$ cat src/assert_macros.svh
// assertion macros used by log_average_luminance
// no dependencies
`ifndef ASSERT_MACROS_SVH
`define ASSERT_MACROS_SVH

// antecedent implies consequent in the same cycle
`define LAL_ASSERT_IMPL(label, ante, cons) \
  label: assert property (@(posedge clk_i) disable iff (!rst_ni) (ante) |-> (cons)) \
    else $error("assertion failed");

// condition never holds
`define LAL_ASSERT_NEVER(label, cond) \
  label: assert property (@(posedge clk_i) disable iff (!rst_ni) !(cond)) \
    else $error("assertion failed");

`endif

$ cat src/lal_pkg.sv
// types, constants and the exp2 root table function for log_average_luminance
// no dependencies
package lal_pkg;

  localparam logic [15:0] COEF_R  = 16'd13933;
  localparam logic [15:0] COEF_G  = 16'd46871;
  localparam logic [15:0] COEF_B  = 16'd4732;
  localparam logic [23:0] OUT_MAX = 24'hFFFFFF;

  typedef struct packed {
    logic load;
    logic lum;
    logic log_step;
    logic acc;
    logic div_init;
    logic div_step;
    logic mean;
    logic exp_step;
    logic out_load;
  } lal_cmd_t;

  typedef struct packed {
    logic full;
    logic last;
    logic out_busy;
  } lal_stat_t;

  // floor square root of a 64-bit value
  function automatic logic [63:0] isqrt64(input logic [63:0] x_in);
    logic [63:0] x;
    logic [63:0] res;
    logic [63:0] bt;
    x   = x_in;
    res = '0;
    for (int j = 31; j >= 0; j--) begin
      bt = 64'd1 << (2 * j);
      if (x >= res + bt) begin
        x   = x - (res + bt);
        res = (res >> 1) + bt;
      end else begin
        res = res >> 1;
      end
    end
    return res;
  endfunction

  // 2^(2^-(k+1)) in q1.30, each a floor sqrt of the previous one
  function automatic logic [31:0] root_of(input int k);
    logic [63:0] root;
    root = 64'd1 << 31;
    for (int n = 0; n <= k; n++) begin
      root = isqrt64(root << 30);
    end
    return root[31:0];
  endfunction

endpackage

$ cat src/lal_ctrl.sv
// control state machine for log_average_luminance
// depends on lal_pkg
module lal_ctrl #(
  parameter int LOG_FRAC_BITS = 16,
  parameter int SUM_W         = 44,
  parameter int ITR_W         = 6
) (
  input  logic                clk_i,
  input  logic                rst_ni,
  input  logic                in_valid_i,
  output logic                in_ready_o,
  input  lal_pkg::lal_stat_t  stat_i,
  output lal_pkg::lal_cmd_t   cmd_o,
  output logic [ITR_W-1:0]    itr_o
);
  import lal_pkg::*;

  typedef enum logic [3:0] {
    ST_IDLE, ST_LUM, ST_LOG, ST_ACC, ST_DINIT, ST_DIV, ST_MEAN, ST_EXP, ST_OUT
  } state_e;

  localparam logic [ITR_W-1:0] LOG_LAST = ITR_W'(LOG_FRAC_BITS - 1);
  localparam logic [ITR_W-1:0] DIV_LAST = ITR_W'(SUM_W - 1);

  state_e           state_q;
  logic [ITR_W-1:0] itr_q;

  assign in_ready_o = (state_q == ST_IDLE);
  assign itr_o      = itr_q;

  always_comb begin
    cmd_o          = '0;
    cmd_o.load     = (state_q == ST_IDLE) && in_valid_i;
    cmd_o.lum      = (state_q == ST_LUM);
    cmd_o.log_step = (state_q == ST_LOG);
    cmd_o.acc      = (state_q == ST_ACC) && !stat_i.full;
    cmd_o.div_init = (state_q == ST_DINIT);
    cmd_o.div_step = (state_q == ST_DIV);
    cmd_o.mean     = (state_q == ST_MEAN);
    cmd_o.exp_step = (state_q == ST_EXP);
    cmd_o.out_load = (state_q == ST_OUT) && !stat_i.out_busy;
  end

  always_ff @(posedge clk_i or negedge rst_ni) begin
    if (!rst_ni) begin
      state_q <= ST_IDLE;
      itr_q   <= '0;
    end else begin
      case (state_q)
        ST_IDLE: begin
          if (in_valid_i) state_q <= ST_LUM;
        end
        ST_LUM: begin
          itr_q   <= '0;
          state_q <= ST_LOG;
        end
        ST_LOG: begin
          itr_q <= itr_q + 1'b1;
          if (itr_q == LOG_LAST) state_q <= ST_ACC;
        end
        ST_ACC: begin
          state_q <= stat_i.last ? ST_DINIT : ST_IDLE;
        end
        ST_DINIT: begin
          itr_q   <= '0;
          state_q <= ST_DIV;
        end
        ST_DIV: begin
          itr_q <= itr_q + 1'b1;
          if (itr_q == DIV_LAST) state_q <= ST_MEAN;
        end
        ST_MEAN: begin
          itr_q   <= '0;
          state_q <= ST_EXP;
        end
        ST_EXP: begin
          itr_q <= itr_q + 1'b1;
          if (itr_q == LOG_LAST) state_q <= ST_OUT;
        end
        ST_OUT: begin
          if (!stat_i.out_busy) state_q <= ST_IDLE;
        end
        default: state_q <= ST_IDLE;
      endcase
    end
  end

endmodule

$ cat config.mk
export PLATFORM = sky130hd
export DESIGN_NAME = lal_ctrl
export DESIGN_NICKNAME = d
export VERILOG_FILES = /design/src/assert_macros.svh /design/src/lal_pkg.sv /design/src/lal_ctrl.sv
export SDC_FILE = /design/constraint.sdc
export NUM_CORES = 1
export LEC_CHECK = 0
export BUFFER_PORTS_ARGS = -buffer_cell sky130_fd_sc_hd__buf_4
export CAP_MARGIN = 10
export CORE_ASPECT_RATIO = 1.1
export CORE_MARGIN = 2
export CORE_UTILIZATION = 35
export DETAILED_ROUTE_END_ITERATION = 12
export MAX_ROUTING_LAYER = met4
export PLACE_DENSITY_LB_ADDON = 0.15
export SYNTH_ARGS = -nofsm -noshare
export SYNTH_HDL_FRONTEND = slang
export SYNTH_SLANG_ARGS = --single-unit
export TNS_END_PERCENT = 1
$ cat constraint.sdc
create_clock -name clk_i -period 2.94 [get_ports clk_i]
set_clock_uncertainty 0.15 [all_clocks]
set_input_delay 0.588 -clock clk_i [delete_from_list [all_inputs] [get_ports clk_i]]
set_output_delay 0.588 -clock clk_i [all_outputs]
set_load 0.005 [all_outputs]
==> summary.md, run 1 <==
| Metric | Value |
|---|---|
| Final hold viol count | 0 |
| Lkg Pwr | 0.000439 µW |
| Share of final-layout standard cells stronger than drive strength 1 | 31.2% |
| Netlist area before placement | 811 µm² |
| Clock transition at path regs | 70 ps |
| 1st-iter DRT viols | 17 |
| Cell type contributing the most total cell area after synthesis | sky130_fd_sc_hd__dfrtp_1 |
| Std-Cell Rows | 18 |
| Remaining antenna violation count after routing | 0 |
| Global Route Usage Sum | 14.8% |
| Register bit count reported by yosys | 10 |
| Buffers inserted by post-CTS timing repair | 0 |
| Area inside the core boundary | 0.00223 mm² |
| Sequential element share of the synthesized area | 30.9% |
| Number of clock sinks | 10 |
| Final slew viol count | 0 |
| Most used cells in the layout excluding fill and tap cells | sky130_fd_sc_hd__buf_4 (21), sky130_fd_sc_hd__dfrtp_1 (10), sky130_fd_sc_hd__nand2b_1 (7), sky130_fd_sc_hd__nor2_1 (7) |
| Mean area per synthesized cell | 8.81 µm² |
| Setup CP Type | reg2out |
| Drt pass-1 iters | 4 |
| Final worst path period share | 82.5% |
| Critical-path maximum fanout | 19 |
| Total power of the final layout | 995 µW |
| Worst min path class | reg2reg |
| Number of distinct library cells after synthesis | 44 |
| Commonest register cell after synthesis | sky130_fd_sc_hd__dfrtp_1 |
| Delay contributed by the slowest stage of the critical path | 580 ps |
| Outcome | complete, no violations |
| Placed cell count | 134 |
| Die Area | 0.00272 mm² |
| Initial antenna violation count | 0 |
| Startpoint Class | flip-flop |
| CTS tree | yes |
| Number of instances in the synthesized netlist | 92 |
| Port Buf Inserts | 21 |
| Detailed-route via count | 736 |
| Hold WS | 424 ps |
| Largest net degree at the start of global routing | 21 |
| Clock insertion delay at the later pin of the skew report | 260 ps |
| Highest achievable clock rate | 0.412 GHz |
| Count of endpoints failing setup in the final report | 0 |
| Maximum ir drop on the vdd rail | 506 µV |
| Area contributors post-synth | sky130_fd_sc_hd__dfrtp_1 (31%), sky130_fd_sc_hd__nand2b_1 (5.4%), sky130_fd_sc_hd__a2111oi_4 (3.4%) |
| Final Cell Area | 0.00100 mm² |
| Initial Util | 36.4% |
| TNS Setup | 0 ps |
| Kind of end point of the critical path | output pin |
| Power per standard cell area | 990 mW/mm² |
| Synthesized net count | 99 |
| Final weighted congestion in routability-driven placement | 0.809 |
| Crit path max-delay cell type | sky130_fd_sc_hd__dfrtp_1 |
| DRC violation count after routing | 0 |
| Average routed wire per standard cell | 13.5 µm |
| Data arrival at the endpoint of the critical path | 1690 ps |
| Total overflow reported by the global router | 0 |
| Synth top area share | 30.9% |
| Setup repair after global routing missed its margin | no |
| Ports | 22 |
| Number of buffers created by CTS | 3 |
| Number of vias per cell after detailed routing | 5.29 |
| Reported max-cap violation count | 0 |
| Number of warning messages in the yosys log | 0 |
| Root Buffer Master | sky130_fd_sc_hd__clkbuf_4 |
| Post-Route WL | 1880 µm |
| Total half-perimeter wirelength after legalization and detailed placement | 1390 µm |
| Minimum clock period | 2430 ps |
| Vias in the first global route | 622 |
| Ant diodes | 0 |
| CTS Buffer Depth | 2 |
| Slew Limit Headroom | 61.3% |
| Final nets | 117 |
| Share of synthesized registers carrying an async set or reset | 100% |
| Die H | 54.5 µm |
| Hold buffer count at cts | 1 |
| Commonest non-fill, non-tap cell in the layout | sky130_fd_sc_hd__buf_4 |
| Area delta synth->final | 23.9% |
| First-pass GRT wire length | 2890 µm |
| Die span in x | 49.9 µm |
| Endpoint required time on the critical path | 2200 ps |
| Post-CTS sizing | 0 |
| Number of enable-type register cells in the synthesized netlist | 0 |
| Cell breakdown of the critical path | nor2_1 > nor4bb_1 > buf_4 |
| Number of standard cells in the final layout excluding fillers | 139 |
| Transition time of the tightest slew-check pin | 580 ps |
| Placed cell areas | 958 µm² |
| Depth of the CTS H-tree | 1 |
-- kinds of logic after synthesis --
kind of cell,share of synthesized area (%)
compound gates,24.8
xor+xnor,2.01
fa+ha+maj,1.54
buf+inv,7.71
flops,30.9
mux,4.47
simple gates,28.6
-- metal layers --
metal  GRT usage (%)  part of all wire (%)  vias to the layer above
met3           0.820                   2.7                        2
li1                -                     -                      372
met4            9.72                   1.4                        0
met1            19.3                    49                      347
met2            22.7                    47                       15
met5               -                     0                        -
-- synth_stat cells, types with 2 or more instances --
master	number
sky130_fd_sc_hd__nand3_1	3
sky130_fd_sc_hd__nor3_1	4
sky130_fd_sc_hd__o211ai_1	2
sky130_fd_sc_hd__buf_2	2
sky130_fd_sc_hd__a22o_1	2
sky130_fd_sc_hd__nor2b_1	2
sky130_fd_sc_hd__inv_1	4
sky130_fd_sc_hd__dfrtp_1	10
sky130_fd_sc_hd__a31oi_1	3
sky130_fd_sc_hd__nand2b_1	7
sky130_fd_sc_hd__nand4_1	3
sky130_fd_sc_hd__nand2_1	4
sky130_fd_sc_hd__nor2_1	7
sky130_fd_sc_hd__clkbuf_1	4
sky130_fd_sc_hd__a21oi_1	2
sky130_fd_sc_hd__nor4_1	2
sky130_fd_sc_hd__o21ai_0	4
-- where the power goes --
group	switching (µW)	internal [µW]	leakage (µW)
Sequential	138	179	0.000131
Combinational	262	290	0.000287
Clock	50.9	75.1	0.0000210
-- layout make-up --
class	count	area (µm²)
clock buffer	4	36.3
fill	227	1220
inverter	4	15.0
multi-input combinational	69	498
sequential	10	250
tap	30	37.5
timing repair buffer	22	168
-- stage by stage --
stage          utilization, %  setup WS (ps)
2_1_floorplan               -           1060
4_1_cts                  45.1            519
5_1_grt                  45.1            429
3_3_place_gp             43.0            871
6_report                 45.1            513
3_5_place_dp             43.0            828
-- worst paths after layout --
kind	slack (ps)	startpoint	cells after the start	end
setup reg to reg	920	state_q[3]$_DFFE_PN0P_	4	state_q[0]$_DFFE_PN0P_
max in group asynchronous	1960	rst_ni	2	itr_o[1]$_DFFE_PN0P_
hold / removal	420	itr_o[1]$_DFFE_PN0P_	1	itr_o[1]$_DFFE_PN0P_
min in group asynchronous	530	rst_ni	2	state_q[0]$_DFFE_PN0P_
setup / recovery	510	state_q[0]$_DFFE_PN0P_	3	cmd_o[0]
hold reg to reg	420	itr_o[1]$_DFFE_PN0P_	1	itr_o[1]$_DFFE_PN0P_
-- flip-flops by register name, summed over array words and instances (netlist names) --
name     flops
state_q      4
itr_o        6
-- worst max-delay path: cells and delay by family, from the launching register on --
kind | cells | cell delay, ps
simple gates | 2 | 670
flops | 1 | 580
buf+inv | 1 | 160
Note: power is estimated with default switching activity, not from simulation.
==> run 2: changes to the inputs <==
- ABC_AREA: unset -> 1
- clock period: 2.94 -> 2.3 ns (I/O delays scaled with it)
==> run 2 against run 1 <==
Net effect: flip-flop and latch count unchanged; routed wire length decreased by 11%; first-iteration DRC count decreased by 53%; clock power about the same; area after synthesis decreased by 15%; critical path type unchanged.
==> summary.md, run 2 <==
| Metric | Value |
|---|---|
| Die span in x | 46.4 µm (was 49.9 µm) |
| Flip-flop count of the largest register, all copies and words added | 6 (unchanged) |
| Vias in the first global route | 641 (was 622) |
| Drt pass-1 iters | 3 (was 4) |
| Area inside the core boundary | 0.00182 mm² (was 0.00223 mm²) |
| Share of synthesized registers carrying an async set or reset | 100% (unchanged) |
| Kind of end point of the critical path | output pin (unchanged) |
| Commonest register cell after synthesis | sky130_fd_sc_hd__dfrtp_1 (unchanged) |
| Share of final-layout standard cells stronger than drive strength 1 | 34.1% (was 31.2%) |
| TNS Setup | 0 ps (unchanged) |
| Outcome | complete, no violations (unchanged) |
| Synthesized net count | 106 (was 99) |
| Portion of netlist area occupied by mux cells | 0% (was 4.48%) |
| Number of buffers created by CTS | 3 (unchanged) |
| Hold buffer count at cts | 1 (unchanged) |
| Mean area per synthesized cell | 7.00 µm² (was 8.81 µm²) |
| Std-Cell Rows | 16 (was 18) |
| Area fraction in compound gates after synthesis | 8.66% (was 24.8%) |
| Post-Route WL | 1680 µm (was 1880 µm) |
| Number of instances in the synthesized netlist | 99 (was 92) |
| First-pass GRT wire length | 2760 µm (was 2890 µm) |
| Clock insertion delay at the later pin of the skew report | 270 ps (was 260 ps) |
| Lkg Pwr | 0.000487 µW (was 0.000439 µW) |
| Total half-perimeter wirelength after legalization and detailed placement | 1360 µm (was 1390 µm) |
| Combinational cell fraction of total power | 60.0% (was 55.6%) |
| Port Buf Inserts | 21 (unchanged) |
| Number of clock sinks | 10 (unchanged) |
| Placed cell count | 146 (was 134) |
| Endpoint required time on the critical path | 1690 ps (was 2200 ps) |
| Area delta synth->final | 31.2% (was 23.9%) |
| Final Cell Area | 910 µm² (was 0.00100 mm²) |
| Number of standard cells in the final layout excluding fillers | 150 (was 139) |
| Placed cell areas | 877 µm² (was 958 µm²) |
| Fraction of power consumed by sequential logic | 28.8% (was 31.8%) |
| Ports | 22 (unchanged) |
| Cell type contributing the most total cell area after synthesis | sky130_fd_sc_hd__dfrtp_1 (unchanged) |
| Average routed wire per standard cell | 11.2 µm (was 13.5 µm) |
| Setup repair after global routing missed its margin | no (unchanged) |
| Simple-gate portion of the synthesized area | 41.7% (was 28.5%) |
| Synth top area share | 36.1% (was 30.9%) |
| Die Area | 0.00235 mm² (was 0.00272 mm²) |
| Number of vias per cell after detailed routing | 4.46 (was 5.29) |
| Buffers inserted by post-CTS timing repair | 0 (unchanged) |
| Initial antenna violation count | 0 (unchanged) |
| Final nets | 132 (was 117) |
| CTS Buffer Depth | 2 (unchanged) |
| Transition time of the tightest slew-check pin | 317 ps (was 580 ps) |
| Setup CP Type | reg2out (unchanged) |
| Slew Limit Headroom | 78.9% (was 61.3%) |
| Final hold viol count | 0 (unchanged) |
| Register bit count reported by yosys | 10 (unchanged) |
| Global Route Usage Sum | 17.1% (was 14.8%) |
| Critical-path maximum fanout | 8 (was 19) |
| Remaining antenna violation count after routing | 0 (unchanged) |
| Highest achievable clock rate | 0.508 GHz |
| Power per standard cell area | 1200 mW/mm² (was 990 mW/mm²) |
| DRC violation count after routing | 0 (unchanged) |
| Maximum ir drop on the vdd rail | 498 µV (was 506 µV) |
| Switching Fraction | 48.9% (was 45.3%) |
| Internal power | 560 µW (was 544 µW) |
| Netlist area before placement | 693 µm² (was 811 µm²) |
| Worst min path class | in2reg (was reg2reg) |
| Post-synthesis xor/xnor area fraction | 2.53% (was 2.01%) |
| Initial Util | 38.0% (was 36.4%) |
| Most used standard cell by instance count after synthesis | sky130_fd_sc_hd__nand2_1 (was sky130_fd_sc_hd__dfrtp_1) |
| Fraction of power consumed by the clock network | 11.2% (was 12.7%) |
| Clock transition at path regs | 60 ps (was 70 ps) |
| Depth of the CTS H-tree | 1 (unchanged) |
| Final slew viol count | 0 (unchanged) |
| Number of distinct library cells after synthesis | 21 (was 44) |
| Net Switching | 536 µW (was 451 µW) |
| Root Buffer Master | sky130_fd_sc_hd__clkbuf_4 (unchanged) |
| Ant diodes | 0 (unchanged) |
| Final worst path period share | 85.5% |
| Total overflow reported by the global router | 0 (unchanged) |
| Number of enable-type register cells in the synthesized netlist | 0 (unchanged) |
| Die H | 50.7 µm (was 54.5 µm) |
| Minimum clock period | 1970 ps |
| Sequential element share of the synthesized area | 36.1% (was 30.9%) |
| Final weighted congestion in routability-driven placement | 0.837 (was 0.809) |
| Startpoint Class | flip-flop (unchanged) |
| Adder and majority gate portion of the synthesized area | 1.81% (was 1.54%) |
| Post-CTS sizing | 0 (unchanged) |
| Largest net degree at the start of global routing | 11 (was 21) |
| Reported max-cap violation count | 0 (unchanged) |
| Top cell types by occurrence after synthesis | sky130_fd_sc_hd__nand2_1 (21), sky130_fd_sc_hd__nor2_1 (14), sky130_fd_sc_hd__nand3_1 (11) (was sky130_fd_sc_hd__dfrtp_1 (10), sky130_fd_sc_hd__nand2b_1 (7), sky130_fd_sc_hd__nor2_1 (7)) |
| Data arrival at the endpoint of the critical path | 1360 ps (was 1690 ps) |
| Most used cells in the layout excluding fill and tap cells | sky130_fd_sc_hd__nand2_1 (21), sky130_fd_sc_hd__buf_4 (21), sky130_fd_sc_hd__nor2_1 (14) (was sky130_fd_sc_hd__buf_4 (21), sky130_fd_sc_hd__dfrtp_1 (10), sky130_fd_sc_hd__nand2b_1 (7), sky130_fd_sc_hd__nor2_1 (7)) |
| Combinational family with the most area after synthesis | simple AND/OR/NAND/NOR gates (unchanged) |
| Detailed-route via count | 669 (was 736) |
| Number of warning messages in the yosys log | 0 (unchanged) |
| Area contributors post-synth | sky130_fd_sc_hd__dfrtp_1 (36%), sky130_fd_sc_hd__nand2_1 (11%), sky130_fd_sc_hd__nand3_1 (7.9%) (was sky130_fd_sc_hd__dfrtp_1 (31%), sky130_fd_sc_hd__nand2b_1 (5.4%), sky130_fd_sc_hd__a2111oi_4 (3.4%)) |
| Count of endpoints failing setup in the final report | 0 (unchanged) |
| CTS tree | yes (unchanged) |
| 1st-iter DRT viols | 8 (was 17) |
run 2: cells by family (layout without fill, tap and decap cells):
kind of cell | after synthesis | in the layout
AOI/OAI and AO/OA | 9 | 9
buffers and inverters | 16 | 40
DFF | 10 | 10
adders and majority gates | 1 | 1
xor gates and xnor gates | 2 | 2
and+or+nand+nor | 61 | 61
run 2: final timing paths:
check | slack, ps | cells after the start | endpoint | from
worst max-delay path | 330 | 4 | cmd_o[0] | state_q[0]$_DFFE_PN0P_
worst min-delay path | 350 | 3 | state_q[3]$_DFFE_PN0P_ | stat_i[0]
worst max register to register | 770 | 8 | state_q[0]$_DFFE_PN0P_ | itr_o[0]$_DFFE_PN0P_
worst min register to register | 380 | 1 | itr_o[0]$_DFFE_PN0P_ | itr_o[0]$_DFFE_PN0P_
max in group asynchronous | 1450 | 2 | state_q[2]$_DFFE_PN0P_ | rst_ni
min in group asynchronous | 410 | 2 | itr_o[2]$_DFFE_PN0P_ | rst_ni
run 2: area by class of cell:
type                       instances  area, µm²
sequential                        10        250
multi-input combinational         73        379
tap                               27       33.8
inverter                          15       56.3
fill                             199        912
timing repair buffer              22        168
clock buffer                       3       22.5
run 2: critical path, cell delays in order (launching register included):
cell                      delay (ps)
sky130_fd_sc_hd__dfrtp_1         490
sky130_fd_sc_hd__nor2_2          180
sky130_fd_sc_hd__inv_2            80
sky130_fd_sc_hd__nor4_1          190
sky130_fd_sc_hd__buf_4           160
run 2: per-stage QoR:
stage / hold slack (ps) / utilization [%] / total power (µW) / worst slack [ps]
2_1_floorplan: 14.4 / - / 766 / 785
3_3_place_gp: 150 / 48.1 / 975 / 665
3_5_place_dp: 148 / 48.1 / 988 / 604
4_1_cts: 333 / 49.9 / 1120 / 303
5_1_grt: 363 / 49.9 / 1210 / 143
6_report: 347 / 49.9 / 1100 / 333
run 2: layer usage:
layer | up-vias | track usage, % | part of all wire [%]
met1 | 282 | 20.2 | 45
met5 | - | - | 0
li1 | 361 | - | -
met3 | 5 | 2.16 | 5.2
met4 | 0 | 10.0 | 2.6
met2 | 21 | 27.1 | 47
run 2: power by group through the flow:
stage	combinational, µW	sequential, µW	clock [µW]
after floorplan	476	289	0
after global placement	659	317	0
after detailed placement	670	319	0
after global routing	750	326	137
after CTS	673	316	125
final	658	315	123
==> run 3: changes to the inputs <==
- ABC_AREA: 1 -> unset
- GPL_TIMING_DRIVEN: unset -> 0
==> run 3 against run 2 <==
Net effect: sequential power down 14%; critical path depth unchanged; first-iteration DRC count is 100% higher; sequential share of layout area down 4.0 points.
==> summary.md, run 3 (synthesis gave the netlist of run 1 again) <==
| Metric | Value |
|---|---|
| Power per standard cell area | 1290 mW/mm² (was 1200 mW/mm²) |
| Final weighted congestion in routability-driven placement | 0.894 (was 0.837) |
| Hold Path Origin | stat_i[0] (unchanged) |
| CTS Buffer Depth | 2 (unchanged) |
| Average routed wire per standard cell | 13.7 µm (was 11.2 µm) |
| Clock transition at path regs | 70 ps (was 60 ps) |
| Remaining antenna violation count after routing | 0 (unchanged) |
| Flip-flop count of the largest register, all copies and words added | 6 (unchanged) |
| Number of buffers created by CTS | 3 (unchanged) |
| Slew Limit Headroom | 72.9% (was 78.9%) |
| DRC violation count after routing | 0 (unchanged) |
| Startpoint of the worst register-to-register path | itr_o[1]$_DFFE_PN0P_ (was itr_o[0]$_DFFE_PN0P_) |
| Crit path max-delay cell type | sky130_fd_sc_hd__dfrtp_1 (unchanged) |
| FF/Latch Area | 250 µm² (unchanged) |
| Setup repair after global routing missed its margin | no (unchanged) |
| Die H | 54.5 µm (was 50.7 µm) |
| Clock insertion delay at the later pin of the skew report | 270 ps (about the same) |
| Root Buffer Master | sky130_fd_sc_hd__clkbuf_4 (unchanged) |
| Minimum clock period | 2190 ps (was 1970 ps) |
| Hold WS | 327 ps (was 347 ps) |
| Fill cell instance count of the final layout | 219 (was 199) |
| Worst reg2reg path depth | 5 (was 8) |
| Min-Delay Path Depth | 3 (unchanged) |
| CTS tree | yes (unchanged) |
| Number of vias per cell after detailed routing | 5.34 (was 4.46) |
| Post-layout utilization of the core | 47.7% (was 49.9%) |
| Depth of the CTS H-tree | 1 (unchanged) |
| Std-Cell Rows | 18 (was 16) |
| Maximum ir drop on the vdd rail | 639 µV (was 498 µV) |
| Drt pass-1 iters | 4 (was 3) |
| Largest net degree at the start of global routing | 11 (unchanged) |
| Share of final-layout standard cells stronger than drive strength 1 | 35.6% (was 34.1%) |
| Endpoint required time on the critical path | 1690 ps (about the same) |
| Kind of end point of the critical path | output pin (unchanged) |
| Transition time of the tightest slew-check pin | 407 ps (was 317 ps) |
| Highest achievable clock rate | 0.457 GHz (was 0.508 GHz) |
| Vias in the first global route | 721 (was 641) |
| Buffers inserted by post-CTS timing repair | 0 (unchanged) |
| Final nets | 126 (was 132) |
| Lkg Pwr | 0.000477 µW (was 0.000487 µW) |
| Count of endpoints failing setup in the final report | 0 (unchanged) |
| Area delta synth->final | 31.2% (about the same) |
| Final hold viol count | 0 (unchanged) |
| Initial Util | 36.4% (was 38.0%) |
| Most used cells in the layout excluding fill and tap cells | sky130_fd_sc_hd__buf_4 (22), sky130_fd_sc_hd__dfrtp_1 (10), sky130_fd_sc_hd__nand2b_1 (7) (was sky130_fd_sc_hd__nand2_1 (21), sky130_fd_sc_hd__buf_4 (21), sky130_fd_sc_hd__nor2_1 (14)) |
| Final Cell Area | 0.00106 mm² (was 910 µm²) |
| Commonest non-fill, non-tap cell in the layout | sky130_fd_sc_hd__buf_4 |
| Placed cell areas | 0.00101 mm² (was 877 µm²) |
| First-pass GRT wire length | 3170 µm (was 2760 µm) |
| Outcome | complete, no violations (unchanged) |
| Ports | 22 (unchanged) |
| Data arrival at the endpoint of the critical path | 1580 ps (was 1360 ps) |
| Startpoint Class | flip-flop (unchanged) |
| Cell breakdown of the critical path | clkbuf_2 > nor2_4 > nor4bb_1 > buf_4 (was nor2_2 > inv_2 > nor4_1 > buf_4) |
| Final slew viol count | 0 (unchanged) |
| Initial antenna violation count | 0 (unchanged) |
| 1st-iter DRT viols | 16 (was 8) |
| Reported max-cap violation count | 0 (unchanged) |
| Placed cell count | 143 (was 146) |
| Port Buf Inserts | 21 (unchanged) |
| Post-Route WL | 2030 µm (was 1680 µm) |
| Critical-path maximum fanout | 10 (was 8) |
| Setup CP Type | reg2out (unchanged) |
| Ant diodes | 0 (unchanged) |
| Total overflow reported by the global router | 0 (unchanged) |
| TNS Setup | 0 ps (unchanged) |
| Die Area | 0.00272 mm² (was 0.00235 mm²) |
| Final worst path period share | 95.2% (was 85.5%) |
| Delay contributed by the slowest stage of the critical path | 420 ps (was 490 ps) |
| Total half-perimeter wirelength after legalization and detailed placement | 1490 µm (was 1360 µm) |
| Global Route Usage Sum | 16.0% (was 17.1%) |
| Detailed-route via count | 791 (was 669) |
| Critical Path Start | state_q[1]$_DFFE_PN0P_ (was state_q[0]$_DFFE_PN0P_) |
| Area inside the core boundary | 0.00223 mm² (was 0.00182 mm²) |
| Multi-input combinational cell area | 505 µm² (was 379 µm²) |
| Number of standard cells in the final layout excluding fillers | 148 (was 150) |
| Worst min path class | in2reg (unchanged) |
| Die span in x | 49.9 µm (was 46.4 µm) |
| Number of clock sinks | 10 (unchanged) |
run 3: final timing paths:
kind / slack (ps) / end
max: 110 / cmd_o[0]
min: 330 / state_q[3]$_DFFE_PN0P_
max reg2reg: 320 / state_q[0]$_DFFE_PN0P_
min reg2reg: 420 / itr_o[1]$_DFFE_PN0P_
max in group asynchronous: 1450 / itr_o[1]$_DFFE_PN0P_
min in group asynchronous: 400 / state_q[0]$_DFFE_PN0P_
run 3: worst max-delay path, delay by kind of cell, from the launching register on:
family,cells,cell delay [ps]
flip-flops,1,420
AND/OR/NAND/NOR,2,510
buffers and inverters,2,380
run 3: cell type report:
cell class                      instances  share of cell area [%]
Multi-Input combinational cell         69                    47.5
Tap cell                               30                    3.53
Sequential cell                        10                    23.5
Timing Repair Buffer                   22                    15.8
Buffer                                  9                    4.82
Clock buffer                            4                    3.41
Inverter                                4                    1.41
run 3: metal layers:
layer,part of all wire (%),track usage [%],routed length [µm]
met2,48,26.2,972
met3,2.6,1.37,52
met1,48,19.6,972
met4,1.8,9.26,36
met5,0,-,0
run 3: per-stage QoR:
| step | total power, µW | setup WS [ps] |
|---|---|---|
| floorplan | 924 | 463 |
| global placement | 1180 | 246 |
| detailed placement | 1190 | 245 |
| CTS | 1360 | 2.67 |
| global route | 1470 | 21.6 |
| finish | 1370 | 111 |
run 3: timing repair:
action                                  in CTS  in global routing
hold buffers                                 1                  0
endpoints found under the hold margin       10                  0
endpoints found under the setup margin       1                  2
resized for setup                            1                  6
run 3: power by group:
part           switching, µW  total (µW)  internal, µW
logic                    511         941           429
clock network           67.1         163          96.1
registers               40.4         271           231
total                    619        1370           756
